--- src/crc16_checked_frame_deframer_unit_defines.svh ---
// ----------------------------------------------------------------------------
// Deframer assertion macros
// Shared helpers for the concurrent checks in the deframer RTL.
// ----------------------------------------------------------------------------
`ifndef CRC16_CHECKED_FRAME_DEFRAMER_UNIT_DEFINES_SVH
`define CRC16_CHECKED_FRAME_DEFRAMER_UNIT_DEFINES_SVH

// Same-cycle implication, disabled while in reset.
`define CRCDF_ASSERT_IMP(lbl, clk, rst_n, ante, cons) \
    lbl: assert property (@(posedge clk) disable iff (!rst_n) (ante) |-> (cons)) \
        else $error("deframer check failed");

// Next-cycle implication, disabled while in reset.
`define CRCDF_ASSERT_NXT(lbl, clk, rst_n, ante, cons) \
    lbl: assert property (@(posedge clk) disable iff (!rst_n) (ante) |=> (cons)) \
        else $error("deframer check failed");

`endif

--- src/crcdf_pkg.sv ---
// ----------------------------------------------------------------------------
// Deframer package
// Result record, status codes and the CRC-16/ARC byte step.
// ----------------------------------------------------------------------------
package crcdf_pkg;

    localparam logic [7:0]  MARKER_BYTE     = 8'h3E;
    localparam logic [15:0] CRC_POLY_REFL   = 16'hA001;
    localparam logic [15:0] MAX_PAYLOAD_RST = 16'd1024;

    localparam logic [1:0] STATUS_OK       = 2'd0;
    localparam logic [1:0] STATUS_CRC_BAD  = 2'd1;
    localparam logic [1:0] STATUS_OVERSIZE = 2'd2;

    typedef struct packed {
        logic [7:0]  out_byte;
        logic        byte_valid;
        logic        frame_end;
        logic [1:0]  frame_status;
        logic [7:0]  frame_topic;
        logic [7:0]  sequence_res;
        logic [15:0] frame_len;
    } result_t;

    // One byte of reflected CRC-16 (LSB first).
    function automatic logic [15:0] crc16_step(input logic [15:0] crc, input logic [7:0] b);
        logic [15:0] c;
        c = crc ^ {8'h00, b};
        for (int i = 0; i < 8; i++)
        begin
            if (c[0])
                c = (c >> 1) ^ CRC_POLY_REFL;
            else
                c = c >> 1;
        end
        return c;
    endfunction

endpackage

--- src/crc16_checked_frame_deframer_unit.sv ---
// ----------------------------------------------------------------------------
// CRC-16 checked frame deframer
// Serial byte stream in, payload bytes and frame status out.
// ----------------------------------------------------------------------------
// Input channel: in_valid/in_ready with one received byte per item (in_byte).
// Output channel: out_valid/out_ready; a result item carries a payload byte
// (byte_valid) and/or a frame end with frame_status, plus the header's
// topic, sequence and length. Marker and header bytes produce no result, except
// that the last header byte closes an empty or oversize frame.
// Config: cfg_we/cfg_wdata writes max_payload; write only while the block is idle.
// Path: an accepted byte sits in the input register while it is processed;
// its result enters the output register at the edge where the byte is taken.
// Throughput: one byte per cycle while the output is not stalled, set by the state
// update and CRC byte step between the input and result registers.
// Reset: hunting for the ">>>" marker, all header fields zero, max_payload
// 1024, both channel registers empty.
// Stall: while the output register is full and out_ready is low, a byte that
// would give a result waits in the input register and in_ready drops; bytes
// giving no result still flow.
// ----------------------------------------------------------------------------
module crc16_checked_frame_deframer_unit (
    input  logic        clk,
    input  logic        rst_n,
    input  logic        cfg_we,
    input  logic [15:0] cfg_wdata,
    input  logic        in_valid,
    output logic        in_ready,
    input  logic [7:0]  in_byte,
    output logic        out_valid,
    input  logic        out_ready,
    output logic [7:0]  out_byte,
    output logic        byte_valid,
    output logic        frame_end,
    output logic [1:0]  frame_status,
    output logic [7:0]  frame_topic,
    output logic [7:0]  sequence_res,
    output logic [15:0] frame_len
);

    logic               item_valid;
    logic [7:0]         item_byte;
    logic               take;
    logic               emit;
    logic               out_free;
    crcdf_pkg::result_t core_result;
    crcdf_pkg::result_t out_data;

    assign take = item_valid && (!emit || out_free);

    crcdf_in_stage u_in (
        .clk        (clk),
        .rst_n      (rst_n),
        .in_valid   (in_valid),
        .in_ready   (in_ready),
        .in_byte    (in_byte),
        .take       (take),
        .item_valid (item_valid),
        .item_byte  (item_byte)
    );

    crcdf_core u_core (
        .clk        (clk),
        .rst_n      (rst_n),
        .cfg_we     (cfg_we),
        .cfg_wdata  (cfg_wdata),
        .item_valid (item_valid),
        .item_byte  (item_byte),
        .take       (take),
        .emit       (emit),
        .result     (core_result)
    );

    crcdf_out_stage u_out (
        .clk        (clk),
        .rst_n      (rst_n),
        .load       (take && emit),
        .load_data  (core_result),
        .free       (out_free),
        .out_valid  (out_valid),
        .out_ready  (out_ready),
        .out_data   (out_data)
    );

    assign out_byte       = out_data.out_byte;
    assign byte_valid     = out_data.byte_valid;
    assign frame_end      = out_data.frame_end;
    assign frame_status   = out_data.frame_status;
    assign frame_topic    = out_data.frame_topic;
    assign sequence_res   = out_data.sequence_res;
    assign frame_len      = out_data.frame_len;

endmodule

--- src/crcdf_in_stage.sv ---
// ----------------------------------------------------------------------------
// Deframer input register
// Holds one received byte until the frame logic takes it.
// ----------------------------------------------------------------------------
module crcdf_in_stage (
    input  logic       clk,
    input  logic       rst_n,
    input  logic       in_valid,
    output logic       in_ready,
    input  logic [7:0] in_byte,
    input  logic       take,
    output logic       item_valid,
    output logic [7:0] item_byte
);

    logic       valid_reg;
    logic [7:0] byte_reg;

    assign in_ready   = !valid_reg || take;
    assign item_valid = valid_reg;
    assign item_byte  = byte_reg;

    always_ff @(posedge clk or negedge rst_n)
    begin
        if (!rst_n)
        begin
            valid_reg <= 1'b0;
        end
        else if (in_valid && in_ready)
        begin
            valid_reg <= 1'b1;
        end
        else if (take)
        begin
            valid_reg <= 1'b0;
        end
    end

    always_ff @(posedge clk)
    begin
        if (in_valid && in_ready)
        begin
            byte_reg <= in_byte;
        end
    end

endmodule

--- src/crcdf_core.sv ---
// ----------------------------------------------------------------------------
// Deframer frame logic
// Marker hunt, header capture, payload pass-through and CRC check.
// ----------------------------------------------------------------------------
`include "crc16_checked_frame_deframer_unit_defines.svh"

module crcdf_core (
    input  logic                  clk,
    input  logic                  rst_n,
    input  logic                  cfg_we,
    input  logic [15:0]           cfg_wdata,
    input  logic                  item_valid,
    input  logic [7:0]            item_byte,
    input  logic                  take,
    output logic                  emit,
    output crcdf_pkg::result_t    result
);

    typedef enum logic [2:0] {
        PH_HUNT,
        PH_TOPIC,
        PH_SEQ,
        PH_LENH,
        PH_LENL,
        PH_CRCH,
        PH_CRCL,
        PH_PAYLOAD
    } phase_t;

    phase_t      phase_reg, phase_next;
    logic [1:0]  marker_count_reg, marker_count_next;
    logic [7:0]  topic_reg, topic_next;
    logic [7:0]  seq_reg, seq_next;
    logic [15:0] length_reg, length_next;
    logic [15:0] received_crc_reg, received_crc_next;
    logic [15:0] running_crc_reg, running_crc_next;
    logic [15:0] bytes_left_reg, bytes_left_next;
    logic [15:0] max_payload_reg;

    logic        emit_raw;
    logic [15:0] crc_rx;
    logic [15:0] crc_calc;

    assign crc_rx   = {received_crc_reg[15:8], item_byte};
    assign crc_calc = crcdf_pkg::crc16_step(running_crc_reg, item_byte);
    assign emit     = item_valid && emit_raw;

    always_comb
    begin
        phase_next            = phase_reg;
        marker_count_next     = marker_count_reg;
        topic_next            = topic_reg;
        seq_next              = seq_reg;
        length_next           = length_reg;
        received_crc_next     = received_crc_reg;
        running_crc_next      = running_crc_reg;
        bytes_left_next       = bytes_left_reg;
        emit_raw              = 1'b0;
        result.out_byte       = 8'h00;
        result.byte_valid     = 1'b0;
        result.frame_end      = 1'b0;
        result.frame_status   = crcdf_pkg::STATUS_OK;
        result.frame_topic    = topic_reg;
        result.sequence_res   = seq_reg;
        result.frame_len      = length_reg;

        case (phase_reg)
            PH_HUNT:
            begin
                if (item_byte == crcdf_pkg::MARKER_BYTE)
                begin
                    if (marker_count_reg == 2'd2)
                    begin
                        marker_count_next = 2'd0;
                        phase_next        = PH_TOPIC;
                    end
                    else
                    begin
                        marker_count_next = marker_count_reg + 2'd1;
                    end
                end
                else
                begin
                    marker_count_next = 2'd0;
                end
            end
            PH_TOPIC:
            begin
                topic_next = item_byte;
                phase_next = PH_SEQ;
            end
            PH_SEQ:
            begin
                seq_next   = item_byte;
                phase_next = PH_LENH;
            end
            PH_LENH:
            begin
                length_next = {item_byte, 8'h00};
                phase_next  = PH_LENL;
            end
            PH_LENL:
            begin
                length_next = {length_reg[15:8], item_byte};
                phase_next  = PH_CRCH;
            end
            PH_CRCH:
            begin
                received_crc_next = {item_byte, 8'h00};
                phase_next        = PH_CRCL;
            end
            PH_CRCL:
            begin
                received_crc_next = crc_rx;
                running_crc_next  = 16'h0000;
                if (length_reg > max_payload_reg)
                begin
                    phase_next          = PH_HUNT;
                    marker_count_next   = 2'd0;
                    emit_raw            = 1'b1;
                    result.frame_end    = 1'b1;
                    result.frame_status = crcdf_pkg::STATUS_OVERSIZE;
                end
                else if (length_reg == 16'd0)
                begin
                    phase_next          = PH_HUNT;
                    marker_count_next   = 2'd0;
                    emit_raw            = 1'b1;
                    result.frame_end    = 1'b1;
                    result.frame_status = (crc_rx == 16'h0000) ? crcdf_pkg::STATUS_OK
                                                                : crcdf_pkg::STATUS_CRC_BAD;
                end
                else
                begin
                    bytes_left_next = length_reg;
                    phase_next      = PH_PAYLOAD;
                end
            end
            PH_PAYLOAD:
            begin
                running_crc_next  = crc_calc;
                bytes_left_next   = bytes_left_reg - 16'd1;
                emit_raw          = 1'b1;
                result.out_byte   = item_byte;
                result.byte_valid = 1'b1;
                // last payload byte closes the frame
                if (bytes_left_reg == 16'd1)
                begin
                    phase_next          = PH_HUNT;
                    marker_count_next   = 2'd0;
                    result.frame_end    = 1'b1;
                    result.frame_status = (crc_calc == received_crc_reg)
                                          ? crcdf_pkg::STATUS_OK : crcdf_pkg::STATUS_CRC_BAD;
                end
            end
            default:
            begin
                phase_next = PH_HUNT;
            end
        endcase
    end

    always_ff @(posedge clk or negedge rst_n)
    begin
        if (!rst_n)
        begin
            phase_reg        <= PH_HUNT;
            marker_count_reg <= 2'd0;
            topic_reg        <= 8'h00;
            seq_reg          <= 8'h00;
            length_reg       <= 16'h0000;
            received_crc_reg <= 16'h0000;
            running_crc_reg  <= 16'h0000;
            bytes_left_reg   <= 16'h0000;
        end
        else if (take)
        begin
            phase_reg        <= phase_next;
            marker_count_reg <= marker_count_next;
            topic_reg        <= topic_next;
            seq_reg          <= seq_next;
            length_reg       <= length_next;
            received_crc_reg <= received_crc_next;
            running_crc_reg  <= running_crc_next;
            bytes_left_reg   <= bytes_left_next;
        end
    end

    always_ff @(posedge clk or negedge rst_n)
    begin
        if (!rst_n)
        begin
            max_payload_reg <= crcdf_pkg::MAX_PAYLOAD_RST;
        end
        else if (cfg_we)
        begin
            max_payload_reg <= cfg_wdata;
        end
    end

    `CRCDF_ASSERT_IMP(a_marker_range, clk, rst_n, 1'b1, marker_count_reg != 2'd3)
    `CRCDF_ASSERT_IMP(a_payload_left, clk, rst_n, phase_reg == PH_PAYLOAD,
                      bytes_left_reg != 16'd0)
    `CRCDF_ASSERT_NXT(a_end_rehunt, clk, rst_n, take && emit && result.frame_end,
                      phase_reg == PH_HUNT && marker_count_reg == 2'd0)
    `CRCDF_ASSERT_IMP(a_mid_is_data, clk, rst_n, emit && !result.frame_end,
                      result.byte_valid)

endmodule

--- src/crcdf_out_stage.sv ---
// ----------------------------------------------------------------------------
// Deframer result register
// Holds one result item until the receiver takes it.
// ----------------------------------------------------------------------------
module crcdf_out_stage (
    input  logic               clk,
    input  logic               rst_n,
    input  logic               load,
    input  crcdf_pkg::result_t load_data,
    output logic               free,
    output logic               out_valid,
    input  logic               out_ready,
    output crcdf_pkg::result_t out_data
);

    logic               valid_reg;
    crcdf_pkg::result_t data_reg;

    assign free      = !valid_reg || out_ready;
    assign out_valid = valid_reg;
    assign out_data  = data_reg;

    always_ff @(posedge clk or negedge rst_n)
    begin
        if (!rst_n)
        begin
            valid_reg <= 1'b0;
        end
        else if (load)
        begin
            valid_reg <= 1'b1;
        end
        else if (out_ready)
        begin
            valid_reg <= 1'b0;
        end
    end

    always_ff @(posedge clk)
    begin
        if (load)
        begin
            data_reg <= load_data;
        end
    end

endmodule

--- config.mk ---
export PLATFORM = sky130hd
export DESIGN_NAME = crc16_checked_frame_deframer_unit
export DESIGN_NICKNAME = d
export VERILOG_FILES = /design/src/crcdf_pkg.sv /design/src/crc16_checked_frame_deframer_unit.sv /design/src/crcdf_in_stage.sv /design/src/crcdf_core.sv /design/src/crcdf_out_stage.sv
export VERILOG_INCLUDE_DIRS = /design/src /design/src/src
export SDC_FILE = /design/constraint.sdc
export NUM_CORES = 1
export LEC_CHECK = 0
export BUFFER_PORTS_ARGS = -buffer_cell sky130_fd_sc_hd__buf_2
export CAP_MARGIN = 20
export CORE_MARGIN = 4
export CORE_UTILIZATION = 45
export DETAILED_ROUTE_END_ITERATION = 10
export GPL_TIMING_DRIVEN = 1
export MAX_ROUTING_LAYER = met4
export PLACE_DENSITY_LB_ADDON = 0.2
export SYNTH_ARGS = -nofsm -noshare
export SYNTH_HDL_FRONTEND = slang
export SYNTH_HIERARCHICAL = 1
export SYNTH_SLANG_ARGS = --single-unit
--- constraint.sdc ---
create_clock -name clk -period 7.1 [get_ports clk]
set_clock_uncertainty 0.15 [all_clocks]
set_input_delay 1.065 -clock clk [delete_from_list [all_inputs] [get_ports clk]]
set_output_delay 1.065 -clock clk [all_outputs]
set_load 0.03 [all_outputs]
# == After elaboration in Yosys (flattened, before gate mapping) ==
# Index checks and enable logic that the tools add are counted.
# Widths: inputs -> output; s select.
# word_totals
ff_bits,155
out_inout_bits,46
elab_cells,121
in_bits,29
# classes
bitwise_logic,11
n_lt_le_gt_ge,1
eq_ne,17
addsub,2
mux,40
reduce_logical,29
# ops
operator,n
$mux 16,10
$pmux 16 s2,4
$logic_not 16->1,2
$mux 3,8
$not 2->3,8
$pmux 3 s8,1
$eq 16x1->1 const B,1
$eq 16x16->1,1
$gt 16x16->1,1
$sub 16x1->16 const B,1
$xor 16x8->16,1
$eq 3x3->1 const B,4
$reduce_and 4->1,3
$mux 2,5
$reduce_and 2->1,5
$reduce_bool 2->1,5
$mux 1,9
$eq 8x6->1 const B,1
$eq 3x2->1 const B,2
$ne 2x1->1 const B,3
$pmux 2 s3,1
$pmux 3 s2,1
$reduce_and 3->1,2
$logic_and 1x1->1,4
other kinds (11),17

# == Longest topological paths before layout ==
# Gate-level depths: netlist (run 1).
# depth
ltp_word,21
depth_mapped,18
mapped_depth_nobuf,17

# == By module ==
# The synthesis (run 1) kept the hierarchy.
# by_module_without_submodules
mod,area_per_inst_um2,cells_each,n_inst,seq_area_each_um2
crcdf_core,5492.8,567,1,2528.7
crcdf_out_stage,1368.8,47,1,1346.3
crcdf_in_stage,294.0,12,1,265.3
crc16_checked_frame_deframer_unit,18.8,3,1,0.0

# == Worst setup path before layout (run 1) ==
# Ideal clock, no wire load.
# synth_timing
path_kind,reg2reg
startpoint,register u_core.max_payload_reg[10]
endpoint,register u_core.seq_reg[0]
period_less_slack_ns,3.693
stages_incl_launch_ff,14
t_required_ns,6.825
path_buffers,1
path_slack_ns,3.407
setup_ns,0.125
arrival_time_ns,3.418
cell_sequence,dfstp_2 > inv_1 > ha_1 > nand4_1 > or2_2 > nor4_1 > o21bai_1 > nand2_1 > o211a_1 > a21boi_1 > clkbuf_1 > nand3_1 > nor2_1 > mux2_2
# synth_via
elab_chain_cells,8
# synth_lines
item,line,text
from (decl),crcdf_core.sv:38,logic [15:0] max_payload_reg;
from (signal assigned),crcdf_core.sv:193,max_payload_reg <= crcdf_pkg::MAX_PAYLOAD_RST;
from (signal assigned),crcdf_core.sv:197,max_payload_reg <= cfg_wdata;
$gt 16x16->1,crcdf_core.sv:116,if (length_reg > max_payload_reg)
$mux 1,crcdf_core.sv:116,
$pmux 1 s2,crcdf_core.sv:67,case (phase_reg)
$logic_and 1x1->1,crcdf_core.sv:46,assign emit = item_valid && emit_raw;
via emit,crc16_checked_frame_deframer_unit.sv:43,logic emit;
$logic_not 1->1,crc16_checked_frame_deframer_unit.sv:48,assign take = item_valid && (!emit || out_free);
$logic_or 1x1->1,crc16_checked_frame_deframer_unit.sv:48,
$logic_and 1x1->1,crc16_checked_frame_deframer_unit.sv:48,
via take,crc16_checked_frame_deframer_unit.sv:42,logic take;
$reduce_and 2->1 (no source line),--,
to (signal assigned),crcdf_core.sv:181,seq_reg <= seq_next;
to (decl),crcdf_core.sv:33,"logic [7:0] seq_reg, seq_next;"
# The timed path passes the listed nets, and every way through them passes these cells.
# A chain may end at the register's enable or synchronous reset.

# == Final worst setup path (run 1) ==
# layout_timing
startpoint,register u_core.length_reg[15]
endpoint,output port in_ready
# layout_via
elab_chain_cells,9
elab_cells_between_ends,10
cone_classes,order compare: 1; mux: 3; reduce/logical: 6
# layout_lines
item,line,text
from (decl),crcdf_core.sv:34,"logic [15:0] length_reg, length_next;"
from (signal assigned),crcdf_core.sv:182,length_reg <= length_next;
branches (longest 2 deep; another with $gt 16x16->1),--,
$mux 1 *,crcdf_core.sv:116,
$pmux 1 s2 *,crcdf_core.sv:67,
$logic_and 1x1->1 *,crcdf_core.sv:46,
via emit,crc16_checked_frame_deframer_unit.sv:43,
$logic_not 1->1 *,crc16_checked_frame_deframer_unit.sv:48,
$logic_or 1x1->1 *,crc16_checked_frame_deframer_unit.sv:48,
$logic_and 1x1->1 *,crc16_checked_frame_deframer_unit.sv:48,
via take,crc16_checked_frame_deframer_unit.sv:42,
$logic_or 1x1->1 *,crcdf_in_stage.sv:19,assign in_ready = !valid_reg || take;
to (decl),crc16_checked_frame_deframer_unit.sv:27,"output logic in_ready,"
# Mark *: on every way through the listed nets, which the timed path passes.

==> impl_metrics.json, run 1 <==
{
  "largest_reg_flops": 44,
  "antenna_found_initial": 0,
  "cts_tree": "built",
  "grt_pass1_wl_mm": 27.72,
  "path_clk_slew_ns": 0.06,
  "hp-class": "flop to flop",
  "clk_latency_ns": 0.42,
  "core_area_um2": 15430,
  "htree_num_levels": 4,
  "cts_max_path_buffers": 2,
  "setup.worst_path.start_class": "flop",
  "synth_top_cell_by_area": "dfrtp_1",
  "p_leak_nw": 3.515,
  "clockRootBuffer": "clkbuf_16",
  "grt_overflow_total": 0,
  "clock.fmax_ghz": 0.2011,
  "grt_max_degree": 80,
  "cts.hold.buffers_added": 0,
  "vias_per_cell": 5.547,
  "postSynthCellCount": 629,
  "period_needed_ns": 4.973,
  "seq_area_um2": 4140,
  "critPathSlowestCell": "a21boi_1",
  "ys.flop_type": "dfrtp_1",
  "cts_setup_buffers": 0,
  "yosysWarnings": 6,
  "wl_mm": 17.12,
  "cp_data_arrival_time_ns": 3.76,
  "status": "completed",
  "synth.avg_cell_area_um2": 11.41,
  "cp_max_fo": 11,
  "firstDrtPassIters": 5,
  "post-route-period-util_pct": 70.05,
  "final_area_um2": 8378,
  "netlist_area_um2": 7174,
  "setup_tns_ns": 0,
  "met2_usage_pct": 32.09,
  "grt.met3_usage_pct": 4.614,
  "ant_nets": 0,
  "n_antenna_cell": 0,
  "ys_types": 56,
  "gp_congestion": 0.8674,
  "synthTopCellsByArea": "dfrtp_1 (36%), edfxtp_1 (22%), mux2_2 (5.2%)",
  "maxSlewViolCount": 0,
  "drcViolationCount": 0,
  "vias": 5120,
  "yosysSeqAreaShare_pct": 57.71,
  "max_slew_margin_pct": 28.69,
  "io_buffers": 74,
  "wire_per_inst_um": 18.55,
  "initial_core_util_pct": 46.50,
  "crit_type": "flop to output port",
  "use_met1_pct": 27.10,
  "cts_resized": 0,
  "hpwlAfterDp_mm": 11.45,
  "synth_top_cell_area_share_pct": 35.58,
  "synthArstFlopShare_pct": 66.45,
  "grt_usage_pct": 20.28,
  "io_pins": 75,
  "endpoint_kind": "output port",
  "drive_above_1_share_pct": 23.17,
  "busiest_layer": "met2",
  "cts_buffers": 17,
  "finalHoldViolations": 0,
  "num-nets-final": 746,
  "dieArea_um2": 18030,
  "area_growth_pct": 16.78,
  "chipHeight_um": 134.3,
  "cp.required_ns": 5.88,
  "worstMarginPinSlew_ns": 1.070,
  "fp.dieW_um": 134.3,
  "place_area_um2": 7711,
  "rows": 45,
  "multi_input_area_um2": 2773,
  "rsz0062_at_grt": "false",
  "fill_cells": 1356,
  "cp_slowest_stage_delay_ns": 0.54,
  "power_density_nw_per_um2": 460.3,
  "drtIter0Drc": 356,
  "synth_fp_nets": 676,
  "cap_violations": 0,
  "max-vdd-ir-drop_mv": 0.3576,
  "synth-edff-count": 52,
  "synth-seq-cells": 155,
  "grt_pass1_vias": 5127,
  "clock-sinks": 155,
  "worstPathCellList": "ha_1 > nand4_1 > or2_2 > nor4_1 > o21bai_1 > buf_4 > nand2_1 > o211a_1 > a21boi_1 > nand2b_4 > buf_2",
  "finalSetupViolCount": 0
}
stage by stage:
| stage | utilization, % | total power, mW | hold slack, ns | worst slack (ns) | std cells |
|---|---|---|---|---|---|
| after floorplan | - | 2.537 | 0.2711 | 3.407 | 629 |
| after global placement | 49.98 | 2.870 | 0.2793 | 2.395 | 888 |
| after detailed placement | 49.98 | 2.902 | 0.2792 | 2.227 | 888 |
| after CTS | 53.97 | 3.861 | 0.2941 | 2.128 | 920 |
| after global routing | 54.31 | 4.092 | 0.2984 | 1.700 | 923 |
| final | 54.31 | 3.857 | 0.2930 | 2.127 | 923 |
final cells by class:
class / instances / area share [%]
repair buffers: 83 / 5.615
clock buffers: 23 / 5.705
well taps: 211 / 3.151
flip-flops and latches: 155 / 49.42
inverters: 31 / 1.389
multi-input cells: 411 / 33.09
clock inverters: 9 / 1.628
path summary, 6_finish.rpt:
path / from / to / slack, ns / cells past startpoint
worst max-delay path: u_core/length_reg[15]$_DFFE_PN0P_ / in_ready / 2.13 / 11
worst min-delay path: u_core/topic_reg[1]$_DFFE_PN0P_ / u_out/out_data[25]$_DFFE_PP_ / 0.29 / 0
worst max register to register: u_core/length_reg[15]$_DFFE_PN0P_ / u_core/bytes_left_reg[1]$_DFFE_PN0P_ / 2.17 / 14
worst min register to register: u_core/topic_reg[1]$_DFFE_PN0P_ / u_out/out_data[25]$_DFFE_PP_ / 0.29 / 0
max in group asynchronous: rst_n / u_core/running_crc_reg[2]$_DFFE_PN0P_ / 5.49 / 3
min in group asynchronous: rst_n / u_core/max_payload_reg[13]$_DFFE_PN0P_ / 0.39 / 1
cell families (layout without fill, tap and decap cells):
group | after synthesis | count (layout) | share of synthesized area [%]
AO/OA/AOI/OAI | 142 | 142 | 11.67
adder cells (fa/ha/maj) | 18 | 18 | 3.139
XOR/XNOR | 37 | 37 | 6.191
flip-flops | 155 | 155 | 57.71
multiplexers | 34 | 34 | 5.319
buffers and inverters | 63 | 146 | 3.645
AND/OR/NAND/NOR | 180 | 180 | 12.33
cells in the mapped netlist (all sizes together), types with 12 or more instances:
library cell	n
buf	13
inv	28
nand3	21
o22ai	12
ha	18
nand4	12
clkbuf	19
o21ai	50
dfrtp	102
edfxtp	52
xnor2	27
a21oi	39
nand2	72
nor2	22
mux2	33
cells in the final DEF (no fill, tap or decap), types with 4 or more instances in the layout:
| master | instances |
|---|---|
| dfrtp_1 | 102 |
| buf_2 | 74 |
| nand2_1 | 72 |
| edfxtp_1 | 52 |
| o21ai_0 | 43 |
| a21oi_1 | 39 |
| mux2_2 | 33 |
| inv_1 | 28 |
| nor2_1 | 21 |
| nand3_1 | 21 |
| xnor2_1 | 18 |
| ha_1 | 18 |
| clkbuf_16 | 17 |
| o22ai_1 | 12 |
| nand4_1 | 12 |
| nor4_1 | 11 |
| nor3_1 | 11 |
| a31oi_1 | 11 |
| and2_1 | 10 |
| xor2_1 | 9 |
| buf_4 | 7 |
| o21ai_1 | 7 |
| a21o_1 | 7 |
| xnor2_2 | 6 |
| o31ai_1 | 6 |
| nand2b_1 | 4 |
report_power, final:
group	internal (mW)	total, mW	switching [mW]
Clock	0.583	0.941	0.358
Sequential	1.24	1.51	0.269
Combinational	0.591	1.41	0.816
worst max-delay path, delay by kind of cell (launching register included):
kind | cells | cell delay, ns
buffers and inverters | 2 | 0.40
flip-flops | 1 | 0.43
AND/OR/NAND/NOR | 5 | 1.21
adder cells (fa/ha/maj) | 1 | 0.32
AO/OA/AOI/OAI | 3 | 0.96
layer usage:
layer	vias to the layer above	part of all wire, %	wire length [um]
li1	2402	-	-
met1	2537	45	7655
met2	164	49	8362
met3	17	5.6	952
met4	0	0.88	151
met5	-	0	0
Note: power is estimated with default switching activity, not from simulation.
==> inputs of run 2 (changes only) <==
--- a/config.mk
+++ b/config.mk
@@ -6,6 +6,7 @@
 export SDC_FILE = /design/constraint.sdc
 export NUM_CORES = 1
 export LEC_CHECK = 0
+export ABC_AREA = 1
 export BUFFER_PORTS_ARGS = -buffer_cell sky130_fd_sc_hd__buf_2
 export CAP_MARGIN = 20
 export CORE_MARGIN = 4
==> constraint.sdc (replaced) <==
create_clock -name clk -period 4.35 [get_ports clk]
set_clock_uncertainty 0.15 [all_clocks]
set_input_delay 0.6525 -clock clk [delete_from_list [all_inputs] [get_ports clk]]
set_output_delay 0.6525 -clock clk [all_outputs]
set_load 0.03 [all_outputs]
==> run 2 against run 1 <==
  * Combinational power is 55% higher
  * Count of clock-buffer cells in the layout is 6 lower
  * Sequential power is 56% higher
  * Critical path depth is 5 higher
  * Routed wire length is 2.8% higher
  * Cell area is 2.7% higher
  * Total power is 53% higher
  * Sequential share of layout area is 1.3 points lower
  * Die area is 3.4% higher
==> impl_metrics.json, run 2 <==
{
  "grt_pass1_wl_mm": 28.43,
  "clk_latency_ns": 0.43,
  "endpoint_kind": "output port",
  "cp.required_ns": 3.55,
  "postSynthCellCount": 806,
  "rows": 46,
  "setup_tns_ns": 0,
  "synth_fp_nets": 853,
  "gp_congestion": 0.8400,
  "layout_commonest_cell": "nand2_1",
  "status": "completed",
  "cp_slowest_stage_delay_ns": 0.51,
  "synth-edff-count": 52,
  "synth_xor_area_share_pct": 1.633,
  "grt_pass1_vias": 5364,
  "grt_overflow_total": 0,
  "cts_setup_buffers": 0,
  "synth_common_cells": "nand2_1 (199), dfrtp_1 (102), inv_1 (91), o21ai_0 (78), edfxtp_1 (52)",
  "rsz0062_at_grt": "false",
  "critPathSlowestCell": "dfstp_2",
  "io_buffers": 74,
  "cts_buffers": 17,
  "synth-seq-cells": 155,
  "htree_num_levels": 4,
  "yosysSeqAreaShare_pct": 55.72,
  "cts_max_path_buffers": 2,
  "cts_resized": 0,
  "vias": 5629,
  "core_area_um2": 16060,
  "drive_above_1_share_pct": 19.22,
  "clock-sinks": 155,
  "maxSlewViolCount": 0,
  "cp_data_arrival_time_ns": 3.05,
  "grt_max_degree": 38,
  "firstDrtPassIters": 5,
  "wl_mm": 17.60,
  "io_pins": 75,
  "crit_type": "flop to output port",
  "chipHeight_um": 136.5,
  "post-route-period-util_pct": 88.52,
  "setup.worst_path.start_class": "flop",
  "worstReg2RegStart": "u_core/max_payload_reg[10]$_DFFE_PN1P_",
  "n_antenna_cell": 0,
  "hpwlAfterDp_mm": 12.66,
  "ys.flop_type": "dfrtp_1",
  "synthArstFlopShare_pct": 66.45,
  "vias_per_cell": 5.044,
  "setup_ws_ns": 0.4994,
  "synth.avg_cell_area_um2": 9.219,
  "worstPathCellList": "inv_1 > ha_1 > nand2_1 > inv_1 > nand2_1 > a31oi_1 > a21oi_1 > nand3_1 > nand2_1 > nand2_1 > nand2_2 > a21boi_0 > a21oi_2 > inv_1 > nand2_1 > buf_2",
  "synth_fa_ha_area_share_pct": 3.031,
  "hold_slack_ns": 0.04302,
  "synth_top_cell_by_area": "dfrtp_1",
  "most-common-layout-cells": "nand2_1 (199), dfrtp_1 (102), inv_1 (90)",
  "dp_slack_ns": 0.7881,
  "finalHoldViolations": 0,
  "path_clk_slew_ns": 0.06,
  "yosysWarnings": 6,
  "synth_top_family_by_area": "simple AND/OR/NAND/NOR gates",
  "grt_usage_pct": 20.59,
  "dieArea_um2": 18630,
  "utilization_pct": 53.58,
  "fp.dieW_um": 136.5,
  "largest_reg_flops": 44,
  "netlist_area_um2": 7431,
  "synth_top_cell_area_share_pct": 34.35,
  "crit_buf_inv": 4,
  "wire_per_inst_um": 15.77,
  "period_needed_ns": 3.851,
  "yosysMostFrequentCell": "nand2_1",
  "num-nets-final": 934,
  "worstMarginPinSlew_ns": 0.7217,
  "setup.worst_path.start": "u_core/max_payload_reg[10]$_DFFE_PN1P_",
  "antenna_found_initial": 0,
  "clockRootBuffer": "clkbuf_16",
  "ys_types": 42,
  "hp-class": "input pin to asynchronous set/reset pin",
  "synthTopCellsByArea": "dfrtp_1 (34%), edfxtp_1 (21%), nand2_1 (10%)",
  "initial_core_util_pct": 46.28,
  "cts.hold.buffers_added": 0,
  "max_slew_margin_pct": 51.44,
  "max-vdd-ir-drop_mv": 0.3616,
  "p_leak_nw": 4.044,
  "cpMostUsedCell": "nand2_1",
  "power_density_nw_per_um2": 687.4,
  "cp_max_fo": 8,
  "cap_violations": 0,
  "synth_compound_area_share_pct": 9.816,
  "cts_tree": "built",
  "area_growth_pct": 15.78,
  "clock.fmax_ghz": 0.2597,
  "path_delay_family": "simple AND/OR/NAND/NOR gates",
  "synth-simple-area-share_pct": 22.58,
  "finalSetupViolCount": 0,
  "ant_nets": 0,
  "synth_mux_area_share_pct": 0.6904,
  "drcViolationCount": 0,
  "drtIter0Drc": 385
}
[run 2: cell types whose count changed after synthesis, moves of 24 or more]
cell     previous run  this run
nand2_1            72       199
nand3_1            21        45
a21oi_1            39        13
inv_1              28        91
o21ai_0            43        78
mux2_2             33         1
[run 2: stage by stage]
step / std cells / instance area (um^2) / total power, mW
after global placement: 1084 / 8055 / 4.519
after detailed placement: 1084 / 8055 / 4.556
after floorplan: 806 / 7431 / 3.984
final: 1116 / 8603 / 5.914
after CTS: 1116 / 8603 / 5.954
after global routing: 1116 / 8603 / 6.378
[run 2: worst paths after layout]
kind | slack, ns | depth (start not counted) | end
setup reg to reg | 0.72 | 18 | u_core/bytes_left_reg[12]$_DFFE_PN0P_
max in group asynchronous | 3.16 | 2 | u_core/running_crc_reg[13]$_DFFE_PN0P_
hold reg to reg | 0.30 | 0 | u_out/out_data[18]$_DFFE_PP_
hold / removal | 0.04 | 1 | u_core/topic_reg[5]$_DFFE_PN0P_
min in group clk | 0.25 | 1 | u_in/item_byte[4]$_DFFE_PP_
setup / recovery | 0.50 | 16 | in_ready
[run 2: cell type report]
| class | count | area, um^2 |
|---|---|---|
| clock buffer | 17 | 425.4 |
| clock inverter | 15 | 122.6 |
| fill | 1445 | 7455 |
| inverter | 105 | 401.6 |
| multi-input combinational | 527 | 2805 |
| sequential | 155 | 4140 |
| tap | 216 | 270.3 |
| timing repair buffer | 81 | 437.9 |
[run 2: cells by family (layout without fill, tap and decap cells)]
kind of cell	Yosys count	in the layout
DFF	155	155
AOI/OAI and AO/OA	135	135
adders and majority gates	18	18
xor gates and xnor gates	13	13
muxes	5	5
buffers and inverters	124	218
and+or+nand+nor	356	356
[run 2: power by group]
part	switching [mW]	internal, mW	total (mW)
Sequential	0.363	1.99	2.35
Clock	0.597	0.785	1.38
Combinational	1.43	0.750	2.18
Total	2.39	3.52	5.91
[run 2: per-layer routing]
metal	vias to the layer above	GRT usage, %	share of wire, %
li1	2839	-	-
met1	2656	26.99	44
met2	122	33.11	50
met3	12	3.971	4.7
met4	0	5.487	0.99
met5	-	-	0
